**config.mk**
```make
export PLATFORM = sky130hd
export DESIGN_NAME = xeu_back_flat
export DESIGN_NICKNAME = d
export VERILOG_FILES = /design/src/sv/xeu_pkg.sv /design/src/sv/xeu_stream_if.sv /design/src/sv/xeu_back.sv /design/src/flat_wrapper.sv
export SDC_FILE = /design/constraint.sdc
export NUM_CORES = 1
export LEC_CHECK = 0
export BUFFER_PORTS_ARGS = -buffer_cell sky130_fd_sc_hd__clkbuf_2
export CORE_MARGIN = 2
export CORE_UTILIZATION = 35
export CTS_BUF_LIST = sky130_fd_sc_hd__clkbuf_8
export DETAILED_ROUTE_END_ITERATION = 10
export PLACE_DENSITY_LB_ADDON = 0.1
export SKIP_CTS_REPAIR_TIMING = 1
export SYNTH_ARGS = -nofsm -noshare
export SYNTH_HDL_FRONTEND = slang
export SYNTH_SLANG_ARGS = --single-unit
export TNS_END_PERCENT = 20
```
**constraint.sdc**
```tcl
create_clock -name clk -period 2.5 [get_ports clk]
set_input_delay 0.125 -clock clk [delete_from_list [all_inputs] [get_ports clk]]
set_output_delay 0.125 -clock clk [all_outputs]
set_load 0.02 [all_outputs]
```
**src/sv/xeu_pkg.sv**
```systemverilog
// ----------------------------------------------------------------------------
// xeu_pkg
// types, trie codes and lookup functions shared by the entity unescaper
// ----------------------------------------------------------------------------
package xeu_pkg;

    localparam int POSITION_BITS_DEFAULT = 16;
    localparam int OUT_POSITION_W        = 16;
    localparam int QUEUE_DEPTH           = 4;

    typedef logic [3:0] node_t;
    typedef logic [2:0] len_t;
    typedef logic [0:4][7:0] text_t;

    // trie nodes, one per held prefix of an entity
    localparam node_t NODE_ROOT  = 4'd0;
    localparam node_t NODE_AMP   = 4'd1;
    localparam node_t NODE_Q     = 4'd2;
    localparam node_t NODE_QU    = 4'd3;
    localparam node_t NODE_QUO   = 4'd4;
    localparam node_t NODE_QUOT  = 4'd5;
    localparam node_t NODE_A     = 4'd6;
    localparam node_t NODE_AP    = 4'd7;
    localparam node_t NODE_APO   = 4'd8;
    localparam node_t NODE_APOS  = 4'd9;
    localparam node_t NODE_AM    = 4'd10;
    localparam node_t NODE_AMPP  = 4'd11;
    localparam node_t NODE_L     = 4'd12;
    localparam node_t NODE_LT    = 4'd13;
    localparam node_t NODE_G     = 4'd14;
    localparam node_t NODE_GT    = 4'd15;

    typedef struct packed {
        logic [7:0] in_byte;
        logic       is_last;
    } in_payload_t;

    typedef struct packed {
        logic [7:0]                out_byte;
        logic                      run_end;
        logic                      stream_end;
        logic [OUT_POSITION_W-1:0] out_position;
    } out_payload_t;

    // output work for one input transaction: held prefix, one byte, held tail
    typedef struct packed {
        node_t      prefix_node;
        logic       has_char;
        logic [7:0] char_byte;
        node_t      tail_node;
        logic       last;
    } cmd_t;

    typedef struct packed {
        logic valid;
        cmd_t cmd;
    } cmd_slot_t;

    typedef struct packed {
        logic  hit;
        node_t node;
    } step_t;

    typedef struct packed {
        logic       hit;
        logic [7:0] chr;
    } repl_t;

    function automatic step_t next_node(node_t node, logic [7:0] b);
        step_t s;
        s.hit  = 1'b1;
        s.node = NODE_ROOT;
        unique case (node)
            NODE_ROOT: if (b == "&") s.node = NODE_AMP; else s.hit = 1'b0;
            NODE_AMP:
            begin
                if (b == "q")      s.node = NODE_Q;
                else if (b == "a") s.node = NODE_A;
                else if (b == "l") s.node = NODE_L;
                else if (b == "g") s.node = NODE_G;
                else               s.hit  = 1'b0;
            end
            NODE_Q:   if (b == "u") s.node = NODE_QU;   else s.hit = 1'b0;
            NODE_QU:  if (b == "o") s.node = NODE_QUO;  else s.hit = 1'b0;
            NODE_QUO: if (b == "t") s.node = NODE_QUOT; else s.hit = 1'b0;
            NODE_A:
            begin
                if (b == "p")      s.node = NODE_AP;
                else if (b == "m") s.node = NODE_AM;
                else               s.hit  = 1'b0;
            end
            NODE_AP:  if (b == "o") s.node = NODE_APO;  else s.hit = 1'b0;
            NODE_APO: if (b == "s") s.node = NODE_APOS; else s.hit = 1'b0;
            NODE_AM:  if (b == "p") s.node = NODE_AMPP; else s.hit = 1'b0;
            NODE_L:   if (b == "t") s.node = NODE_LT;   else s.hit = 1'b0;
            NODE_G:   if (b == "t") s.node = NODE_GT;   else s.hit = 1'b0;
            default:  s.hit = 1'b0;
        endcase
        return s;
    endfunction

    function automatic repl_t completion(node_t node, logic [7:0] b);
        repl_t r;
        r.hit = (b == ";");
        r.chr = 8'h00;
        unique case (node)
            NODE_QUOT: r.chr = "\"";
            NODE_APOS: r.chr = "'";
            NODE_AMPP: r.chr = "&";
            NODE_LT:   r.chr = "<";
            NODE_GT:   r.chr = ">";
            default:   r.hit = 1'b0;
        endcase
        return r;
    endfunction

    function automatic len_t node_len(node_t node);
        len_t n;
        unique case (node)
            NODE_ROOT:                              n = 3'd0;
            NODE_AMP:                               n = 3'd1;
            NODE_Q, NODE_A, NODE_L, NODE_G:         n = 3'd2;
            NODE_QU, NODE_AP, NODE_AM, NODE_LT,
            NODE_GT:                                n = 3'd3;
            NODE_QUO, NODE_APO, NODE_AMPP:          n = 3'd4;
            default:                                n = 3'd5;
        endcase
        return n;
    endfunction

    function automatic text_t node_text(node_t node);
        text_t t;
        unique case (node)
            NODE_ROOT: t = '0;
            NODE_AMP:  t = {"&",     32'h0};
            NODE_Q:    t = {"&q",    24'h0};
            NODE_QU:   t = {"&qu",   16'h0};
            NODE_QUO:  t = {"&quo",   8'h0};
            NODE_QUOT: t = "&quot";
            NODE_A:    t = {"&a",    24'h0};
            NODE_AP:   t = {"&ap",   16'h0};
            NODE_APO:  t = {"&apo",   8'h0};
            NODE_APOS: t = "&apos";
            NODE_AM:   t = {"&am",   16'h0};
            NODE_AMPP: t = {"&amp",   8'h0};
            NODE_L:    t = {"&l",    24'h0};
            NODE_LT:   t = {"&lt",   16'h0};
            NODE_G:    t = {"&g",    24'h0};
            default:   t = {"&gt",   16'h0};
        endcase
        return t;
    endfunction

endpackage

```
**src/sv/xeu_stream_if.sv**
```systemverilog
// ----------------------------------------------------------------------------
// xeu_stream_if
// valid/ready channel carrying one payload per transaction
// ----------------------------------------------------------------------------
interface xeu_stream_if #(
    parameter type payload_t = logic [7:0]
);
    logic     valid;
    logic     ready;
    payload_t payload;

    modport source (output valid, output payload, input ready);
    modport sink   (input valid, input payload, output ready);
endinterface

```
**src/sv/xeu_back.sv**
```systemverilog
// ----------------------------------------------------------------------------
// xeu_back
// expands queued work into output bytes, one per cycle unless unescaped stalls, with positions
// ----------------------------------------------------------------------------
module xeu_back #(
    parameter int POSITION_BITS = xeu_pkg::POSITION_BITS_DEFAULT
) (
    input  logic               clk,
    input  logic               rst_n,
    input  xeu_pkg::cmd_slot_t head,
    output logic               pop,
    xeu_stream_if.source       unescaped
);
    import xeu_pkg::*;

    localparam int WIDE_W = POSITION_BITS + OUT_POSITION_W;

    len_t                     k_reg;
    len_t                     k_next;
    logic [POSITION_BITS-1:0] count_reg;
    logic [POSITION_BITS-1:0] count_next;
    logic                     out_valid_reg;
    out_payload_t             out_reg;
    out_payload_t             out_next;
    len_t                     len_p;
    len_t                     len_t_n;
    len_t                     total;
    len_t                     tail_idx;
    text_t                    text_pre;
    text_t                    text_tail;
    logic [7:0]               cur_byte;
    logic                     is_end;
    logic                     load;
    logic [WIDE_W-1:0]        pos_wide;

    assign len_p     = node_len(head.cmd.prefix_node);
    assign len_t_n   = node_len(head.cmd.tail_node);
    assign text_pre  = node_text(head.cmd.prefix_node);
    assign text_tail = node_text(head.cmd.tail_node);
    assign total     = len_t'(len_p + {2'b0, head.cmd.has_char} + len_t_n);
    assign tail_idx  = len_t'(k_reg - len_p - {2'b0, head.cmd.has_char});
    assign is_end    = (k_reg == len_t'(total - 1'b1));
    assign load      = head.valid && (!out_valid_reg || unescaped.ready);
    assign pop       = load && is_end;
    assign pos_wide  = {{OUT_POSITION_W{1'b0}}, count_reg};

    always_comb
    begin
        if (k_reg < len_p)
            cur_byte = text_pre[k_reg];
        else if (head.cmd.has_char && k_reg == len_p)
            cur_byte = head.cmd.char_byte;
        else
            cur_byte = text_tail[tail_idx];
    end

    always_comb
    begin
        out_next.out_byte     = cur_byte;
        out_next.run_end      = is_end;
        out_next.stream_end   = is_end && head.cmd.last;
        out_next.out_position = pos_wide[OUT_POSITION_W-1:0];
        k_next                = is_end ? '0 : len_t'(k_reg + 1'b1);
        if (out_next.stream_end)
            count_next = '0;
        else if (count_reg != '1)
            count_next = POSITION_BITS'(count_reg + 1'b1);
        else
            count_next = count_reg;
    end

    assign unescaped.valid   = out_valid_reg;
    assign unescaped.payload = out_reg;

    always_ff @(posedge clk or negedge rst_n)
    begin
        if (!rst_n)
        begin
            k_reg         <= '0;
            count_reg     <= '0;
            out_valid_reg <= 1'b0;
        end
        else
        begin
            if (load)
            begin
                k_reg         <= k_next;
                count_reg     <= count_next;
                out_valid_reg <= 1'b1;
            end
            else if (unescaped.ready)
            begin
                out_valid_reg <= 1'b0;
            end
        end
    end

    always_ff @(posedge clk)
    begin
        if (load)
            out_reg <= out_next;
    end

`ifndef SYNTH
    a_index_in_range: assert property (@(posedge clk) disable iff (!rst_n)
        head.valid |-> k_reg < total)
        else $error("byte index past end of queued work");
    a_stream_end_ends_run: assert property (@(posedge clk) disable iff (!rst_n)
        out_valid_reg && out_reg.stream_end |-> out_reg.run_end)
        else $error("stream end without run end");
    a_position_restarts: assert property (@(posedge clk) disable iff (!rst_n)
        load && out_next.stream_end |=> count_reg == '0)
        else $error("position not restarted after string");
`endif

endmodule
```
**src/flat_wrapper.sv**
```systemverilog
// flat-port wrapper written by rule: the top's interface ports become plain ports
module xeu_back_flat import xeu_pkg::*;
#(
    parameter int POSITION_BITS = xeu_pkg::POSITION_BITS_DEFAULT
)
  (clk, rst_n, head, pop, unescaped_valid, unescaped_payload, unescaped_ready);
  xeu_stream_if unescaped_i ();
  input  logic clk;
  input  logic rst_n;
  input  xeu_pkg::cmd_slot_t head;
  output logic pop;
  output wire logic [$bits(unescaped_i.valid)-1:0] unescaped_valid;
  output wire logic [$bits(unescaped_i.payload)-1:0] unescaped_payload;
  input wire logic [$bits(unescaped_i.ready)-1:0] unescaped_ready;
  assign unescaped_valid = unescaped_i.valid;
  assign unescaped_payload = unescaped_i.payload;
  assign unescaped_i.ready = unescaped_ready;
  xeu_back #(.POSITION_BITS(POSITION_BITS)) u_core (.clk(clk), .rst_n(rst_n), .head(head), .pop(pop), .unescaped(unescaped_i));
endmodule
```
Yosys cells after proc, flatten, opt, wreduce, memory -nomap -nowiden
Memory sizes are Yosys's and may differ from the RTL's. Index checks and enable logic that the tools add are counted.

ROM bits: 96. Word-level logic and storage cells: 26. Output and inout bits: 10. Bits of input ports: 22. Register bits: 28. Memories: 2.

Reduce and logical (&&, ||, !) cells: 8. Equal/unequal tests: 2. Add/sub/neg operators: 5. Mux-type cells: 5.

Memory list: (no name shown) (depth 16, bits a word 3, rd ports 1, clocked after memory_dff 0, write ports 0, line xeu_pkg.sv:119) `unique case (node)`; (no name shown) (depth 16, bits a word 3, rd ports 1, clocked after memory_dff 0, write ports 0, line xeu_pkg.sv:119).

Operators with widths (count): 2-to-1 mux 16 bit (2); adder 16 x 1 -> 16 bit (second input constant) (1); != test 16 bit (second input constant) (1); nonzero test 2 bit (2); adder 3 x 1 -> 3 bit (1); adder 3 x 1 -> 3 bit (second input constant) (1); adder 3 bit (1); equality test 3 bit (1); logical AND 1 bit (3); 2-to-1 mux 3 bit (1); subtractor 3 x 1 -> 3 bit (second input constant) (1); 2-to-1 mux 1 bit (2); AND reduction 2 bit (1); zero test 1 bit (1); logical OR 1 bit (1).

Longest topological paths before layout
An unclocked memory read counts as a cell.

Word-level depth: 8. Mapped depth: 15. Depth with buffers taken out: 14.

Worst setup path before layout
Ideal clock, no wire load.

Path kind: input to register. Start point: input head[14] in the netlist's numbering. End point: register u_core.k_reg[2]. Required time: 2.344 ns. Stages: 14. Data arrival time: 2.918 ns. Buffers on the path: 0. Library setup time: 0.156 ns. Path slack: -0.574 ns. Cells stage by stage: inv_1 -> ha_1 -> nor2_1 -> a21oi_1 -> ha_1 -> inv_1 -> ha_1 -> inv_1 -> fa_1 -> xnor2_1 -> xnor2_1 -> xnor3_2 -> nor3_1 -> nor3_1.

Longest elaborated chain between the ends: 6.

Ends and longest elaborated chain: start, declared (line flat_wrapper.sv:10) `input xeu_pkg::cmd_slot_t head;`; memory read (16 x 3 bit); adder 3 x 1 -> 3 bit (line xeu_back.sv:40) `assign total = len_t'(len_p + {2'b0, head.cmd.has_char} + len_t_n);`; adder 3 bit (line xeu_back.sv:40); subtractor 3 x 1 -> 3 bit (line xeu_back.sv:42) `assign is_end = (k_reg == len_t'(total - 1'b1));`; equality test 3 bit (line xeu_back.sv:42); 2-to-1 mux 3 bit (line xeu_back.sv:63) `k_next = is_end ? '0 : len_t'(k_reg + 1'b1);`; end signal, assigned (line xeu_back.sv:87) `k_reg <= k_next;`; end, declared (line xeu_back.sv:18) `len_t k_reg;`.

Every way passes these cells. A chain may end at the register's enable or synchronous reset.

Worst setup path in the final report
Start point: input head[14] in the netlist's numbering. End point: output pop.

Longest elaborated chain between the ends: 6.

Ends and longest elaborated chain: memory read (16 x 3 bit); adder 3 x 1 -> 3 bit (line xeu_back.sv:40); adder 3 bit (line xeu_back.sv:40); subtractor 3 x 1 -> 3 bit (line xeu_back.sv:42); equality test 3 bit (line xeu_back.sv:42); logical AND 1 bit (line xeu_back.sv:44) `assign pop = load && is_end;`; end, declared (line flat_wrapper.sv:11) `output logic pop;`.

Every way passes these cells.

==> results.toml <==
[synth]
synth-xor-area-share_pct = 9.65
synth_simple_gate_area_share_pct = 19.5
synth_edf_count = 8
postSynth.asyncResetShare_pct = 71.4
syn-instance-count = 161
count_of_yosys_warnings_during_synthesis = 0
synth_fa_ha_area_share_pct = 6.69
synth-seq-area-share_pct = 46.1
synth_register_bits = 28
synthMuxAreaShare_pct = 0
dominant_synthesized_flop_cell = "dfrtp_1"
synthesis.area_per_instance_um2 = 9.99
syn-num-nets = 191
synth_cell_types = 41
synthesized_area_fraction_occupied_by_ao_oa_aoi_and_oai_cells_pct = 14.0
synthesis.area_mm2 = 0.00161
synth_top_family_by_area = "simple AND/OR/NAND/NOR gates"

[clock_network]
insertion_delay_ps = 280
maximum_buffer_depth_of_the_clock_tree = 2
cts_tree = "done"
clk_pin_slew_worst_paths_ps = 100
cts_htree_levels = 1
cts_buffers = 3
cts-root-buf = "clkbuf_8"
clock_sinks = 28

[pwr]
pwr_density_cell_mw_per_mm2 = 836
worst_ir_drop_vdd_mv = 0.429
cell_leakage_power_nw = 0.880

[sta]
setup_repair_after_global_routing_missed_its_margin = "yes"
period_minus_slack_ps = 2630
maxSlewViolCount = 0
fin_skew_ps = 3.53
tightestPinTransition_ps = 602
max_slew_margin_pct = 58.8
final_hold_viol_count = 0
tcrit_tclk_final_pct = 105
hold_ws_ps = 68.0
tns_ps = -607
report.final.setup_viol = 14
timing.final.ws_setup_ps = -130
max_fclk_mhz = 380

[job]
maxCapViolCount = 0

[critical_path]
worst-r2r-setup-slack_ps = 540
setup.worst_path.class = "in -> out"
timing.critical_path.fanout_max = 7
critPathRequiredTime_ps = 2380
critPathLaunchType = "input pin"
end_kind = "primary output"
critical_path_at_ps = 2500

[final_layout]
fillers = 431
multi_input_comb_area_um2 = 850
finalInstanceArea_mm2 = 0.00207
diodes = 0
largest_register_ffs = 16
area_growth_syn_to_layout_pct = 28.8
final_layout_net_count = 234
most_frequent_cells_in_the_layout = "clkbuf_2 (20), dfrtp_1 (20), nor2_1 (19)"
drive_gt1_share_pct = 31.0
regArea_um2 = 741

[grt]
via_count_of_the_first_global_routing_pass = 1311
grt_start_max_net_pins = 21
grt_first_pass_wirelength_mm = 5.89
grt.overflow.total = 0
grtUsageTotal_pct = 14.5
antenna_found_initial = 0

[detailed_routing]
num_vias = 1284
routed_wire_length_per_instance_um = 13.4
vias_per_cell = 5.04
drt_iter0_drc = 48
finalWirelength_mm = 3.43
drc = 0
detail-route-antenna-nets = 0
first_pass_iters = 4

[place]
dpl_cell_area_mm2 = 0.00192
detailedPlacementHpwl_mm = 2.57
gpl.final_weighted_congestion = 0.780
port_buffers = 23

[floorplan]
placeableCoreArea_mm2 = 0.00438
die_w_um = 71.8
initial_utilization_pct = 36.7
die_y_um = 71.8
boundaryPins = 32
rows = 24
overall_die_area_mm2 = 0.00515

[outcome]
outcome = "finished, violations left"
violations = "negative setup slack"

[hold_path]
hold_path_class = "in -> reg"
## metrics by stage
stage	util [%]	power, W	setup WS (ps)	instances
final	47.2	0.00173	-130	255
after global routing	47.2	0.00186	-286	255
after CTS	45.5	0.00169	-350	250
after detailed placement	43.9	0.00132	-396	246
after global placement	43.9	0.00130	-280	246
after floorplan	-	0.00112	-10.0	161
## synth_stat cells (5+ instances only)
cell / n / area [µm²]
dfrtp_1: 20 / 500
ha_1: 7 / 87.6
inv_1: 11 / 41.3
a211oi_1: 5 / 37.5
o21ai_0: 8 / 40.0
nand2_1: 13 / 48.8
edfxtp_1: 8 / 240
nand3_1: 7 / 35.0
nor2_1: 20 / 75.1
xnor2_1: 13 / 114
## power by group
group          internal, W  switching, W
Clock             0.000214      0.000142
Sequential        0.000616      0.000129
Combinational     0.000310      0.000319
Total              0.00114      0.000590
## critical path, stage by stage
cell     delay (ps)
buf_8            90
inv_8            30
ha_4            240
nor2_2           30
a21oi_2         110
ha_1            240
inv_1            70
ha_2            170
inv_2            40
fa_2            340
xnor2_2         140
xnor2_1         150
xnor3_2         350
nor3_4          230
buf_6           150
## kinds of logic after synthesis
group	after synthesis
and+or+nand+nor	62
DFF	28
adders and majority gates	8
AOI/OAI and AO/OA	32
buffers and inverters	15
xor gates and xnor gates	16
## area by class of cell
cell class                      count  share of cell area (%)
Clock inverter                      1                    1.45
Tap cell                           52                    3.14
Sequential cell                    28                    35.8
Inverter                           11                    2.36
Multi-Input combinational cell    118                    41.0
Clock buffer                        3                    1.99
Timing Repair Buffer               42                    14.3
## path summary, 6_finish.rpt
check                      depth (start not counted)           startpoint                          end
max in group asynchronous                          2                rst_n         u_core.count_reg[14]
min in group asynchronous                          2                rst_n       u_core.unescaped.valid
min reg2reg                                        0  u_core.count_reg[6]  u_core.unescaped.payload[6]
min                                                2             head[18]       u_core.unescaped.valid
max                                               15             head[14]                          pop
max reg2reg                                        7  u_core.count_reg[1]          u_core.count_reg[9]
## layer usage
metal  wire, µm  share of wire [%]  global-route usage [%]  vias to the layer above
met5          0                  0                       0                        -
li1           -                  -                       -                      662
met4         20               0.58                    3.98                        0
met1       1620                 47                    18.2                      603
met3         96                2.8                    3.94                        2
met2       1690                 49                    24.6                       17
No activity file was read; power rests on OpenSTA's default activity.
