--- src/sv/xeu_pkg.sv ---
// ----------------------------------------------------------------------------
// xeu_pkg
// types, trie codes and lookup functions shared by the entity unescaper
// ----------------------------------------------------------------------------
package xeu_pkg;

    localparam int POSITION_BITS_DEFAULT = 16;
    localparam int OUT_POSITION_W        = 16;
    localparam int QUEUE_DEPTH           = 4;

    typedef logic [3:0] node_t;
    typedef logic [2:0] len_t;
    typedef logic [0:4][7:0] text_t;

    // trie nodes, one per held prefix of an entity
    localparam node_t NODE_ROOT  = 4'd0;
    localparam node_t NODE_AMP   = 4'd1;
    localparam node_t NODE_Q     = 4'd2;
    localparam node_t NODE_QU    = 4'd3;
    localparam node_t NODE_QUO   = 4'd4;
    localparam node_t NODE_QUOT  = 4'd5;
    localparam node_t NODE_A     = 4'd6;
    localparam node_t NODE_AP    = 4'd7;
    localparam node_t NODE_APO   = 4'd8;
    localparam node_t NODE_APOS  = 4'd9;
    localparam node_t NODE_AM    = 4'd10;
    localparam node_t NODE_AMPP  = 4'd11;
    localparam node_t NODE_L     = 4'd12;
    localparam node_t NODE_LT    = 4'd13;
    localparam node_t NODE_G     = 4'd14;
    localparam node_t NODE_GT    = 4'd15;

    typedef struct packed {
        logic [7:0] in_byte;
        logic       is_last;
    } in_payload_t;

    typedef struct packed {
        logic [7:0]                out_byte;
        logic                      run_end;
        logic                      stream_end;
        logic [OUT_POSITION_W-1:0] out_position;
    } out_payload_t;

    // output work for one input transaction: held prefix, one byte, held tail
    typedef struct packed {
        node_t      prefix_node;
        logic       has_char;
        logic [7:0] char_byte;
        node_t      tail_node;
        logic       last;
    } cmd_t;

    typedef struct packed {
        logic valid;
        cmd_t cmd;
    } cmd_slot_t;

    typedef struct packed {
        logic  hit;
        node_t node;
    } step_t;

    typedef struct packed {
        logic       hit;
        logic [7:0] chr;
    } repl_t;

    function automatic step_t next_node(node_t node, logic [7:0] b);
        step_t s;
        s.hit  = 1'b1;
        s.node = NODE_ROOT;
        unique case (node)
            NODE_ROOT: if (b == "&") s.node = NODE_AMP; else s.hit = 1'b0;
            NODE_AMP:
            begin
                if (b == "q")      s.node = NODE_Q;
                else if (b == "a") s.node = NODE_A;
                else if (b == "l") s.node = NODE_L;
                else if (b == "g") s.node = NODE_G;
                else               s.hit  = 1'b0;
            end
            NODE_Q:   if (b == "u") s.node = NODE_QU;   else s.hit = 1'b0;
            NODE_QU:  if (b == "o") s.node = NODE_QUO;  else s.hit = 1'b0;
            NODE_QUO: if (b == "t") s.node = NODE_QUOT; else s.hit = 1'b0;
            NODE_A:
            begin
                if (b == "p")      s.node = NODE_AP;
                else if (b == "m") s.node = NODE_AM;
                else               s.hit  = 1'b0;
            end
            NODE_AP:  if (b == "o") s.node = NODE_APO;  else s.hit = 1'b0;
            NODE_APO: if (b == "s") s.node = NODE_APOS; else s.hit = 1'b0;
            NODE_AM:  if (b == "p") s.node = NODE_AMPP; else s.hit = 1'b0;
            NODE_L:   if (b == "t") s.node = NODE_LT;   else s.hit = 1'b0;
            NODE_G:   if (b == "t") s.node = NODE_GT;   else s.hit = 1'b0;
            default:  s.hit = 1'b0;
        endcase
        return s;
    endfunction

    function automatic repl_t completion(node_t node, logic [7:0] b);
        repl_t r;
        r.hit = (b == ";");
        r.chr = 8'h00;
        unique case (node)
            NODE_QUOT: r.chr = "\"";
            NODE_APOS: r.chr = "'";
            NODE_AMPP: r.chr = "&";
            NODE_LT:   r.chr = "<";
            NODE_GT:   r.chr = ">";
            default:   r.hit = 1'b0;
        endcase
        return r;
    endfunction

    function automatic len_t node_len(node_t node);
        len_t n;
        unique case (node)
            NODE_ROOT:                              n = 3'd0;
            NODE_AMP:                               n = 3'd1;
            NODE_Q, NODE_A, NODE_L, NODE_G:         n = 3'd2;
            NODE_QU, NODE_AP, NODE_AM, NODE_LT,
            NODE_GT:                                n = 3'd3;
            NODE_QUO, NODE_APO, NODE_AMPP:          n = 3'd4;
            default:                                n = 3'd5;
        endcase
        return n;
    endfunction

    function automatic text_t node_text(node_t node);
        text_t t;
        unique case (node)
            NODE_ROOT: t = '0;
            NODE_AMP:  t = {"&",     32'h0};
            NODE_Q:    t = {"&q",    24'h0};
            NODE_QU:   t = {"&qu",   16'h0};
            NODE_QUO:  t = {"&quo",   8'h0};
            NODE_QUOT: t = "&quot";
            NODE_A:    t = {"&a",    24'h0};
            NODE_AP:   t = {"&ap",   16'h0};
            NODE_APO:  t = {"&apo",   8'h0};
            NODE_APOS: t = "&apos";
            NODE_AM:   t = {"&am",   16'h0};
            NODE_AMPP: t = {"&amp",   8'h0};
            NODE_L:    t = {"&l",    24'h0};
            NODE_LT:   t = {"&lt",   16'h0};
            NODE_G:    t = {"&g",    24'h0};
            default:   t = {"&gt",   16'h0};
        endcase
        return t;
    endfunction

endpackage

--- src/sv/xeu_queue.sv ---
// ----------------------------------------------------------------------------
// xeu_queue
// short fifo of output work between front and back
// ----------------------------------------------------------------------------
module xeu_queue (
    input  logic               clk,
    input  logic               rst_n,
    input  xeu_pkg::cmd_slot_t push,
    output logic               full,
    input  logic               pop,
    output xeu_pkg::cmd_slot_t head
);
    import xeu_pkg::*;

    localparam int PTR_W = $clog2(QUEUE_DEPTH);
    localparam int CNT_W = $clog2(QUEUE_DEPTH + 1);

    cmd_t             mem [QUEUE_DEPTH];
    logic [PTR_W-1:0] wr_ptr_reg;
    logic [PTR_W-1:0] rd_ptr_reg;
    logic [CNT_W-1:0] count_reg;
    logic             do_push;
    logic             do_pop;

    assign full       = (count_reg == CNT_W'(QUEUE_DEPTH));
    assign head.valid = (count_reg != '0);
    assign head.cmd   = mem[rd_ptr_reg];
    assign do_push    = push.valid && !full;
    assign do_pop     = pop && head.valid;

    always_ff @(posedge clk)
    begin
        if (do_push)
            mem[wr_ptr_reg] <= push.cmd;
    end

    always_ff @(posedge clk or negedge rst_n)
    begin
        if (!rst_n)
        begin
            wr_ptr_reg <= '0;
            rd_ptr_reg <= '0;
            count_reg  <= '0;
        end
        else
        begin
            if (do_push)
                wr_ptr_reg <= PTR_W'(wr_ptr_reg + 1'b1);
            if (do_pop)
                rd_ptr_reg <= PTR_W'(rd_ptr_reg + 1'b1);
            if (do_push && !do_pop)
                count_reg <= CNT_W'(count_reg + 1'b1);
            else if (do_pop && !do_push)
                count_reg <= CNT_W'(count_reg - 1'b1);
        end
    end

`ifndef SYNTH
    a_no_underflow: assert property (@(posedge clk) disable iff (!rst_n)
        pop |-> head.valid)
        else $error("pop from empty queue");
    a_count_bound: assert property (@(posedge clk) disable iff (!rst_n)
        count_reg <= CNT_W'(QUEUE_DEPTH))
        else $error("queue count out of range");
    a_push_lands: assert property (@(posedge clk) disable iff (!rst_n)
        push.valid && !pop |=> head.valid)
        else $error("pushed entry lost");
`endif

endmodule

--- config.mk ---
export PLATFORM = sky130hd
export DESIGN_NAME = xeu_queue
export DESIGN_NICKNAME = d
export VERILOG_FILES = /design/src/sv/xeu_pkg.sv /design/src/sv/xeu_queue.sv
export SDC_FILE = /design/constraint.sdc
export NUM_CORES = 1
export LEC_CHECK = 0
export ABC_AREA = 1
export BUFFER_PORTS_ARGS = -buffer_cell sky130_fd_sc_hd__buf_4
export CAP_MARGIN = 20
export CORE_MARGIN = 2
export CORE_UTILIZATION = 40
export DETAILED_ROUTE_END_ITERATION = 8
export GPL_TIMING_DRIVEN = 0
export SLEW_MARGIN = 10
export SYNTH_ARGS = -nofsm -noshare
export SYNTH_HDL_FRONTEND = slang
export SYNTH_SLANG_ARGS = --single-unit
--- constraint.sdc ---
create_clock -name clk -period 2.4 [get_ports clk]
set_input_delay 0.24 -clock clk [delete_from_list [all_inputs] [get_ports clk]]
set_output_delay 0.24 -clock clk [all_outputs]
set_load 0.02 [all_outputs]
; Yosys cells after proc, flatten, opt, wreduce, memory -nomap -nowiden
; Memories as Yosys holds them, arrays and structs flattened.
; Cells that the tools add are included.
; W data, S select, Z words.
[word_totals]
regBits = 7
ram_bits = 72
in_bits = 22
output_inout_bits = 20
memories = 1
[mem_list]
columns = memory, depth, width, rd, rd_clocked_by_memory_dff, write_ports, line_no
row1 = mem, 4, 18, 1, 0, 1, xeu_queue.sv:18  ; cmd_t mem [QUEUE_DEPTH];
[classes]
addsub = 4
n_eq_ne = 1
n_mux = 4
n_reduce_logical = 9
[ops]
columns = operator, n
row1 = $mux W3, 2
row2 = $add A2 B1 Y2 const B, 2
row3 = $logic_and A1 B1 Y1, 4
row4 = $add A3 B1 Y3 const B, 1
row5 = $eq A3 B3 Y1 const B, 1
row6 = $logic_not A1 Y1, 3
row7 = $reduce_bool A3 Y1, 1
row8 = $sub A3 B1 Y3 const B, 1
row9 = $mux W1, 2
row10 = $reduce_bool A2 Y1, 1

; Longest topological paths before layout
; Gate-level depths: netlist (run 1).
[logic_depth]
ltp_word = 7
depth_mapped = 12
mapped_depth_nobuf = 12

; Worst setup path before layout (run 1)
; No wires, ideal clock.
[synth_path]
kind = register to register
start = register count_reg[0]
end = memory mem[0][0] (netlist bit), enable pin
setup_ns = 0.393
arrival_ns = 1.503
setup_slack_ns = 0.504
path_stages_with_launch = 5
n_path_buf = 0
period_less_slack_ns = 1.896
cell_sequence = dfrtp_1 inv_1 nand3_1 nand2_1 nor2_1
[synth_between]
elab_chain_cells = 5
[synth_rtl]
columns = item, line_no
row1 = start: declaration, xeu_queue.sv:21  ; logic [CNT_W-1:0] count_reg;
row2 = start signal: assignment, xeu_queue.sv:52  ; count_reg <= CNT_W'(count_reg + 1'b1);
row3 = start signal: assignment, xeu_queue.sv:54  ; count_reg <= CNT_W'(count_reg - 1'b1);
row4 = $eq A3 B3 Y1, xeu_queue.sv:25  ; assign full = (count_reg == CNT_W'(QUEUE_DEPTH));
row5 = $logic_not A1 Y1, xeu_queue.sv:28  ; assign do_push = push.valid && !full;
row6 = $logic_and A1 B1 Y1, xeu_queue.sv:28
row7 = $mux W1, xeu_queue.sv:33  ; if (do_push)
row8 = $mux W1 (not written as such), xeu_queue.sv:34  ; mem[wr_ptr_reg] <= push.cmd;
row9 = end: declaration, xeu_queue.sv:18
; No other way between the ends.

; Worst setup path after layout (run 1)
[layout_path]
start = register count_reg[1]
end = register count_reg[1]
[layout_between]
elab_chain_cells = 6
word_cells_on_any_way = 14
classes_between = add/sub (2) / eq/ne (1) / mux (2) / reduce/logical (9)
[layout_rtl]
columns = item, line_no
row1 = $eq A3 B3 Y1 (*), xeu_queue.sv:25
row2 = $logic_not A1 Y1 (*), xeu_queue.sv:28
row3 = $logic_and A1 B1 Y1 (*), xeu_queue.sv:28
row4 = named net do_push, xeu_queue.sv:22  ; logic do_push;
row5 = $logic_not A1 Y1, xeu_queue.sv:53  ; else if (do_pop && !do_push)
row6 = $logic_and A1 B1 Y1, xeu_queue.sv:53
row7 = $reduce_bool A2 Y1 (no source line), -
; The timed path passes the listed nets; every way through them passes the cells marked *. The select of a mux whose other input is x is not followed.
; A chain may end at the register's enable or synchronous reset.

==> results of run 1 <==
[critical path, cell delays in order, from the launching register on]
cell     delay, ns
dfrtp_1       0.41
inv_1         0.10
nand3_1       0.15
nand2_1       0.27
inv_1         0.08
ha_1          0.22
inv_1         0.09
fa_1          0.41
nand2_1       0.07
o21ai_0       0.09
[worst paths after layout]
check / from / slack (ns) / to
min in group asynchronous: rst_n / 0.24 / count_reg[2]
max reg2reg: count_reg[1] / 0.38 / count_reg[1]
max: count_reg[1] / 0.38 / count_reg[1]
max in group asynchronous: rst_n / 2.04 / rd_ptr_reg[0]
min reg2reg: count_reg[2] / 0.51 / count_reg[2]
min: push[5] / 0.09 / mem[1][5]
[kinds of logic after synthesis]
group,Yosys count,synth area share
buffers and inverters,63,0.0878
flip-flops,79,0.701
XOR/XNOR,1,0.00263
AND/OR/NAND/NOR,84,0.0980
AO/OA/AOI/OAI,37,0.0856
adder cells (fa/ha/maj),6,0.0248
[power groups by stage]
| stage | sequential (mW) | clock [mW] | combinational [mW] |
|---|---|---|---|
| after floorplan | 1.94 | 0 | 1.37 |
| after global placement | 1.96 | 0 | 2.13 |
| after detailed placement | 1.96 | 0 | 2.25 |
| after CTS | 1.93 | 1.09 | 2.25 |
| after global routing | 1.95 | 1.16 | 2.44 |
| final | 1.92 | 1.08 | 2.19 |
[stage by stage]
step | total power [mW] | cells | worst slack [ns] | util
floorplan | 3.30 | 270 | 0.504 | -
global placement | 4.08 | 416 | -0.244 | 0.464
detailed placement | 4.20 | 420 | 0.387 | 0.472
CTS | 5.27 | 437 | 0.351 | 0.501
global route | 5.55 | 437 | 0.161 | 0.501
finish | 5.19 | 437 | 0.381 | 0.501
[layer usage]
layer / part of all wire / vias to the layer above / GRT usage
li1: - / 1030 / -
met1: 0.43 / 977 / 0.211
met2: 0.50 / 45 / 0.272
met3: 0.047 / 14 / 0.0300
met4: 0.025 / 0 / 0.0821
met5: 0 / - / 0
[final cells by class]
cell class / count / share of cell area
flip-flops and latches: 79 / 0.574
inverters: 52 / 0.0479
multi-input cells: 128 / 0.175
plain buffers: 11 / 0.0240
repair buffers: 46 / 0.0928
clock inverters: 7 / 0.0237
well taps: 105 / 0.0323
clock buffers: 9 / 0.0304
[synth_stat cells]
cell and number:
nand3_1 7, o211ai_2 2, nand4_1 1, inv_1 50, xnor2_1 1, nand2_1 72, ha_1 5, clkbuf_1 1
nor2_1 4, o21ai_0 1, inv_2 2, edfxtp_1 72, dfrtp_1 7, buf_2 3, fa_1 1, o211ai_1 34
buf_6 7
[repair_timing]
action / CTS / global route
hold buffers: 1 / 0
buffers inserted: 0 / 0
endpoints found under the hold margin: 7 / 0
==> run summary, run 1 <==
layout cells sized above 1: 0.238
Syn Area/Cell: 12.3 um2
P&R area growth vs syn: 22.2%
synthesized cell area: 0.00333 mm2
Synth top area share: 0.649
Seq cells post-synth: 79
max-cap viol count: 0
Avg WL per Cell: 15.1 um
Clock Sinks: 79
ranking of synthesized cells by area: edfxtp_1 65%, nand2_1 8.1%, o211ai_1 7.7%, inv_1 5.6%, dfrtp_1 5.3%
most frequent cells in the layout: 72 x nand2_1, 72 x edfxtp_1, 50 x inv_1
vias in the first global route: 2063
Max VDD drop: 0.000638 V
status: complete, no violations
die height: 95.3 um
Achievable Freq: 495 MHz
CP Data Arrival Time: 2.24 ns
number of CTS-inserted buffers: 9
register area: 0.00234 mm2
TritonCTS clock tree: yes
count of final setup violators: 0
fin crit period: 2.02 ns
R2R cell count: 9
initial antenna violation count: 0
I/O Buffers: 41
Final TNS setup: 0 ns
post-synthesis sequential area ratio: 0.701
max-slew violations: 0
biggest area consumer among synthesized cells: edfxtp_1
CTS H-tree lvls: 3
# IOs: 42
core area: 0.00813 mm2
P per Cell Area: 1270 mW/mm2
Detail Placement HPWL: 4320 um
Root Driver: clkbuf_8
Worst Clk Skew: 0.00817 ns
global-route wire length before repair: 10700 um
power share of the clock group: 0.207
DRC Markers: 0
top fanout value on the critical path: 7
Fin. Hold Viols: 0
Post-Syn Nets: 298
Clk pin slew, worst setup/hold paths: 0.09 ns
max FFs per register: 72
switching power total: 1.94 mW
worst hold path class: in -> reg
Resize count post-CTS: 0
switch share: 0.374
cell row count: 33
worst skew pair latency: 0.35 ns
Final ANT Viol Nets: 0
Chip Width: 95.3 um
combinational share of power: 0.422
maximum buffer depth of the clock tree: 2
gate count after technology mapping: 270
Final Wtd Congestion: 0.713
initial core utilization: 0.410
Multi-input gate area: 713 um2
RSZ-0062 raised after global routing: false
worst hold stages: 1
CP Class: reg -> reg
CP required: 2.62 ns
Final nets: 355
max-slew headroom at the worst pin: 0.593
Antenna Diode Count: 0
CP Capture Type: flop
Startpoint Class: flop
Total GRT Usage: 0.165
Design Area, Final: 0.00407 mm2
DR iter-0 viols: 99
hold_ws: 0.0865 ns
LEAKAGE: 1.73 nW
period utilization: 0.841
P_int: 3.25 mW
routed vias: 2066
routed wire length: 6600 um
sequential power share: 0.371
library cells used by synthesis: 17
fill count: 712
yosys warns: 0
worst-margin pin slew: 0.610 ns
1st-pass router iterations: 4
grt total ovfl: 0
DIE AREA: 0.00908 mm2
DR vias/cell: 4.73
Post-DP Area: 0.00384 mm2
largest net degree at the start of global routing: 15
Power figures use the tool's default switching activity.
==> run 2: changes to the inputs <==
- clock period: 2.4 -> 2 ns (I/O delays scaled with it)
==> run 2 against run 1 <==
  * Non-clock buffer count grew 4
  * Sequential power up 21%
  * Combinational power increased by 23%
  * Clock skew increased by 0.00063 ns
  * Register-to-register slack worse by 0.22 ns
  * Largest cell class unchanged
  * Largest power group unchanged
==> run summary, run 2 (synthesis gave the netlist of run 1 again) <==
DP Worst Slack: -0.0126 ns
max-slew headroom at the worst pin: 0.593
Worst Clk Skew: 0.00881 ns
FF-to-FF setup slack: 0.16 ns
CTS H-tree lvls: 3
Root Driver: clkbuf_8
max-cap viol count: 0
maximum buffer depth of the clock tree: 2
DR vias/cell: 4.71
count of final setup violators: 0
R2R cell count: 9
crit-path max cell delay: 0.44 ns
most common cell after layout, fill and taps aside: edfxtp_1
LEAKAGE: 1.75 nW
DRC Markers: 0
worst skew pair latency: 0.35 ns
largest net degree at the start of global routing: 15
CP Capture Type: flop
max-slew violations: 0
Antenna Diode Count: 0
Achievable Freq: 543 MHz
Clock Sinks: 79
most used cell, CP: inv_1
initial core utilization: 0.410
r2r startpoint: count_reg[0]
Detail Placement HPWL: 4320 um
Final Wtd Congestion: 0.713
fin crit period: 1.84 ns
delay-heaviest family, CP: adder cells
P&R area growth vs syn: 23.8%
core area: 0.00813 mm2
top fanout value on the critical path: 5
vias in the first global route: 2069
Worst R2R End: count_reg[1]
worst-margin pin slew: 0.610 ns
layout cells sized above 1: 0.268
die height: 95.3 um
Avg WL per Cell: 15.2 um
Final ANT Viol Nets: 0
fill count: 701
Max VDD drop: 0.000784 V
DIE AREA: 0.00908 mm2
Hold Path Sink: mem[1][5]
global-route wire length before repair: 10700 um
fin util: 0.507
DR iter-0 viols: 134
worst hold path class: in -> reg
I/O Buffers: 41
1st-pass router iterations: 4
# IOs: 42
cell row count: 33
period utilization: 0.921
CP Class: reg -> reg
most frequent cells in the layout: 72 x edfxtp_1, 70 x nand2_1, 49 x inv_1
number of CTS-inserted buffers: 9
Slowest cell on crit path: dfrtp_2
P per Cell Area: 1530 mW/mm2
Fin. Hold Viols: 0
CP cell instances: inv_1 -> nand3_2 -> nand2_4 -> inv_1 -> ha_1 -> inv_1 -> fa_1 -> nand2_1 -> o21ai_0
Crit path buffers/inverters: 3
Final nets: 359
routed vias: 2078
Chip Width: 95.3 um
hold_ws: 0.0467 ns
min-delay src: push[5]
grt total ovfl: 0
final setup margin: 0.158 ns
cell count along the critical path: 9
routed wire length: 6700 um
worst hold stages: 1
Total GRT Usage: 0.166
Clk pin slew, worst setup/hold paths: 0.09 ns
Startpoint Class: flop
CP required: 2.22 ns
max FFs per register: 72
CP Data Arrival Time: 2.06 ns
TritonCTS clock tree: yes
status: complete, no violations
initial antenna violation count: 0
==> run 2: cell types whose count changed in the layout (fill, tap and decap cells not counted) <==
cell / previous run / this run
nand2_4: 0 / 1
clkbuf_1: 1 / 0
inv_1: 50 / 49
nand3_1: 7 / 5
buf_4: 41 / 45
inv_2: 2 / 3
nand2_2: 0 / 1
dfrtp_2: 0 / 1
nand3_2: 0 / 2
dfrtp_1: 7 / 6
nand2_1: 72 / 70
clkbuf_2: 0 / 1
==> run 2: worst reg2reg max path, cell delays in order (launching register included) <==
cell	delay [ns]
dfrtp_2	0.44
inv_1	0.11
nand3_2	0.13
nand2_4	0.13
inv_1	0.05
ha_1	0.20
inv_1	0.09
fa_1	0.41
nand2_1	0.07
o21ai_0	0.09
==> run 2: stage by stage <==
step | power, mW | instance area (um2) | std cells | TNS (ns)
after floorplan | 3.97 | 3330 | 270 | 0
final | 6.29 | 4130 | 441 | 0
after global placement | 4.90 | 3770 | 416 | -45.41
after detailed placement | 5.04 | 3840 | 420 | -0.0126
after global routing | 6.72 | 4130 | 441 | -0.000693
after CTS | 6.33 | 4080 | 437 | 0
==> run 2: worst max path at each step <==
stage | slack (ns) | to | start
2_1_floorplan | 0.10 | mem[0][0] | count_reg[0]
3_3_place_gp | -0.64 | mem[3][5] | count_reg[0]
3_5_place_dp | -0.01 | count_reg[1] | count_reg[1]
4_1_cts | 0.04 | count_reg[1] | count_reg[0]
5_1_grt | -0.0007 | count_reg[1] | count_reg[0]
6_report | 0.16 | count_reg[1] | count_reg[0]
==> run 2: final cells by class <==
type | instances | area (um2) | area share
flip-flops and latches | 79 | 2340 | 0.567
multi-input cells | 128 | 733 | 0.178
well taps | 105 | 131 | 0.0318
plain buffers | 11 | 98.8 | 0.0240
clock inverters | 7 | 96.3 | 0.0234
inverters | 52 | 195 | 0.0473
clock buffers | 9 | 124 | 0.0300
repair buffers | 50 | 408 | 0.0989
==> run 2: routing by layer <==
metal,routed length [um],vias to the layer above,part of all wire,global-route usage
met5,0,-,0,0
met4,167,0,0.025,0.0821
met3,290,13,0.043,0.0300
met2,3370,44,0.50,0.273
met1,2870,982,0.43,0.212
li1,-,1039,-,-
==> run 2: report_power, final <==
part	total, mW	switching, mW	internal [mW]
combinational	2.69	1.65	1.04
clock	1.29	0.582	0.707
sequential	2.32	0.126	2.19
==> run 2: repair_timing <==
action                     in CTS  in global routing
setup endpoints to repair       2                  7
cloned                          0                  0
setup buffers                   0                  4
pin swaps                       0                  1
resized for setup               1                  8
hold endpoints to repair        7                  0
hold buffers                    1                  0
==> run 3: changes to the inputs <==
- RECOVER_POWER: not set -> 50
==> run 3 against run 2 <==
  * Sequential power is essentially flat
  * Design area is 1.8% lower
  * Global-route usage unchanged
  * Combinational power about the same
  * Hold slack better by 0.058 ns
  * Die area unchanged
  * Critical endpoint is now head[3]
  * Largest power group unchanged
==> run summary, run 3 (synthesis gave the netlist of run 1 again) <==
status: complete, no violations
initial antenna violation count: 0
Hold Path Sink: mem[1][1]
global-route wire length before repair: 10700 um
routed vias: 2075
P&R area growth vs syn: 21.6%
r2r startpoint: count_reg[0]
Max VDD drop: 0.000785 V
grt total ovfl: 0
maximum buffer depth of the clock tree: 2
CP Capture Type: output pin
period utilization: 0.936
TritonCTS clock tree: yes
max-slew headroom at the worst pin: 0.580
Final nets: 359
DP Cell Count: 420
delay-heaviest family, CP: buffers and inverters
vias in the first global route: 2069
Chip Width: 95.3 um
DIE AREA: 0.00908 mm2
number of CTS-inserted buffers: 9
layout cells sized above 1: 0.208
largest net degree at the start of global routing: 15
worst hold stages: 1
Root Driver: clkbuf_8
cell row count: 33
P per Cell Area: 1550 mW/mm2
R2R cell count: 9
Detail Placement HPWL: 4320 um
DR vias/cell: 4.71
LEAKAGE: 1.68 nW
initial core utilization: 0.410
Startpoint Class: flop
CP required: 1.80 ns
Overall Power: 6.29 mW
die height: 95.3 um
# IOs: 42
min-delay src: push[1]
Worst Clk Skew: 0.00884 ns
top fanout value on the critical path: 10
Achievable Freq: 534 MHz
fin util: 0.498
worst skew pair latency: 0.35 ns
most common cell after layout, fill and taps aside: edfxtp_1
Antenna Diode Count: 0
fin crit period: 1.87 ns
CP Data Arrival Time: 1.67 ns
DR iter-0 viols: 134
most frequent cells in the layout: 72 x edfxtp_1, 70 x nand2_1, 49 x inv_1
Worst R2R End: count_reg[1]
Slowest cell on crit path: clkbuf_1
Final ANT Viol Nets: 0
hold_ws: 0.105 ns
FF-to-FF setup slack: 0.15 ns
I/O Buffers: 41
Avg WL per Cell: 15.3 um
Fin. Hold Viols: 0
core area: 0.00813 mm2
CP cell instances: clkbuf_1 -> o211ai_1 -> nand2_1 -> buf_4
Final Non-Filler Cells: 441
Final Wtd Congestion: 0.713
CP Class: reg -> out
crit-path max cell delay: 0.50 ns
Clock Sinks: 79
Clk pin slew, worst setup/hold paths: 0.08 ns
max-cap viol count: 0
max-slew violations: 0
1st-pass router iterations: 4
worst-margin pin slew: 0.630 ns
max FFs per register: 72
Total GRT Usage: 0.166
routed wire length: 6750 um
worst hold path class: in -> reg
fill count: 718
Crit path buffers/inverters: 2
CTS H-tree lvls: 3
count of final setup violators: 0
DRC Markers: 0
run 3: power by group:
group          switching (mW)  internal, mW  total [mW]
clock                   0.590         0.707        1.30
combinational            1.66          1.02        2.67
sequential              0.126          2.19        2.32
run 3: per-stage QoR:
step,setup TNS [ns],setup WS [ns],instance area (um2)
final,0,0.127,4050
after global placement,-45.41,-0.644,3770
after detailed placement,-0.0126,-0.0126,3840
after global routing,-0.000693,-0.000693,4050
after floorplan,0,0.104,3330
after CTS,0,0.0367,4080
run 3: how the worst max path moves through the flow:
stage | startpoint | endpoint | slack [ns] | depth (start not counted)
6_report | rd_ptr_reg[1] | head[3] | 0.13 | 4
5_1_grt | count_reg[0] | count_reg[1] | -0.0007 | 9
4_1_cts | count_reg[0] | count_reg[1] | 0.04 | 9
3_5_place_dp | count_reg[1] | count_reg[1] | -0.01 | 9
3_3_place_gp | count_reg[0] | mem[3][5] | -0.64 | 4
2_1_floorplan | count_reg[0] | mem[0][0] | 0.10 | 4
run 3: timing repair:
action | CTS | global route
buffers inserted | 0 | 4
resized for setup | 1 | 8
endpoints found under the setup margin | 2 | 7
endpoints found under the hold margin | 7 | 0
pin swaps | 0 | 1
hold buffers | 1 | 0
run 3: per-layer routing:
| layer | GRT usage | wire length [um] | up-vias |
|---|---|---|---|
| met5 | 0 | 0 | - |
| met4 | 0.0821 | 167 | 0 |
| met3 | 0.0300 | 249 | 13 |
| met2 | 0.273 | 3370 | 40 |
| met1 | 0.212 | 2960 | 982 |
| li1 | - | - | 1040 |
run 3: layout make-up:
type / instances / area (um2) / share of cell area
clock inverter: 7 / 96.3 / 0.0238
tap: 105 / 131 / 0.0324
timing repair buffer: 50 / 337 / 0.0831
multi-input combinational: 128 / 733 / 0.181
buffer: 11 / 97.6 / 0.0241
clock buffer: 9 / 124 / 0.0306
sequential: 79 / 2340 / 0.577
inverter: 52 / 195 / 0.0482
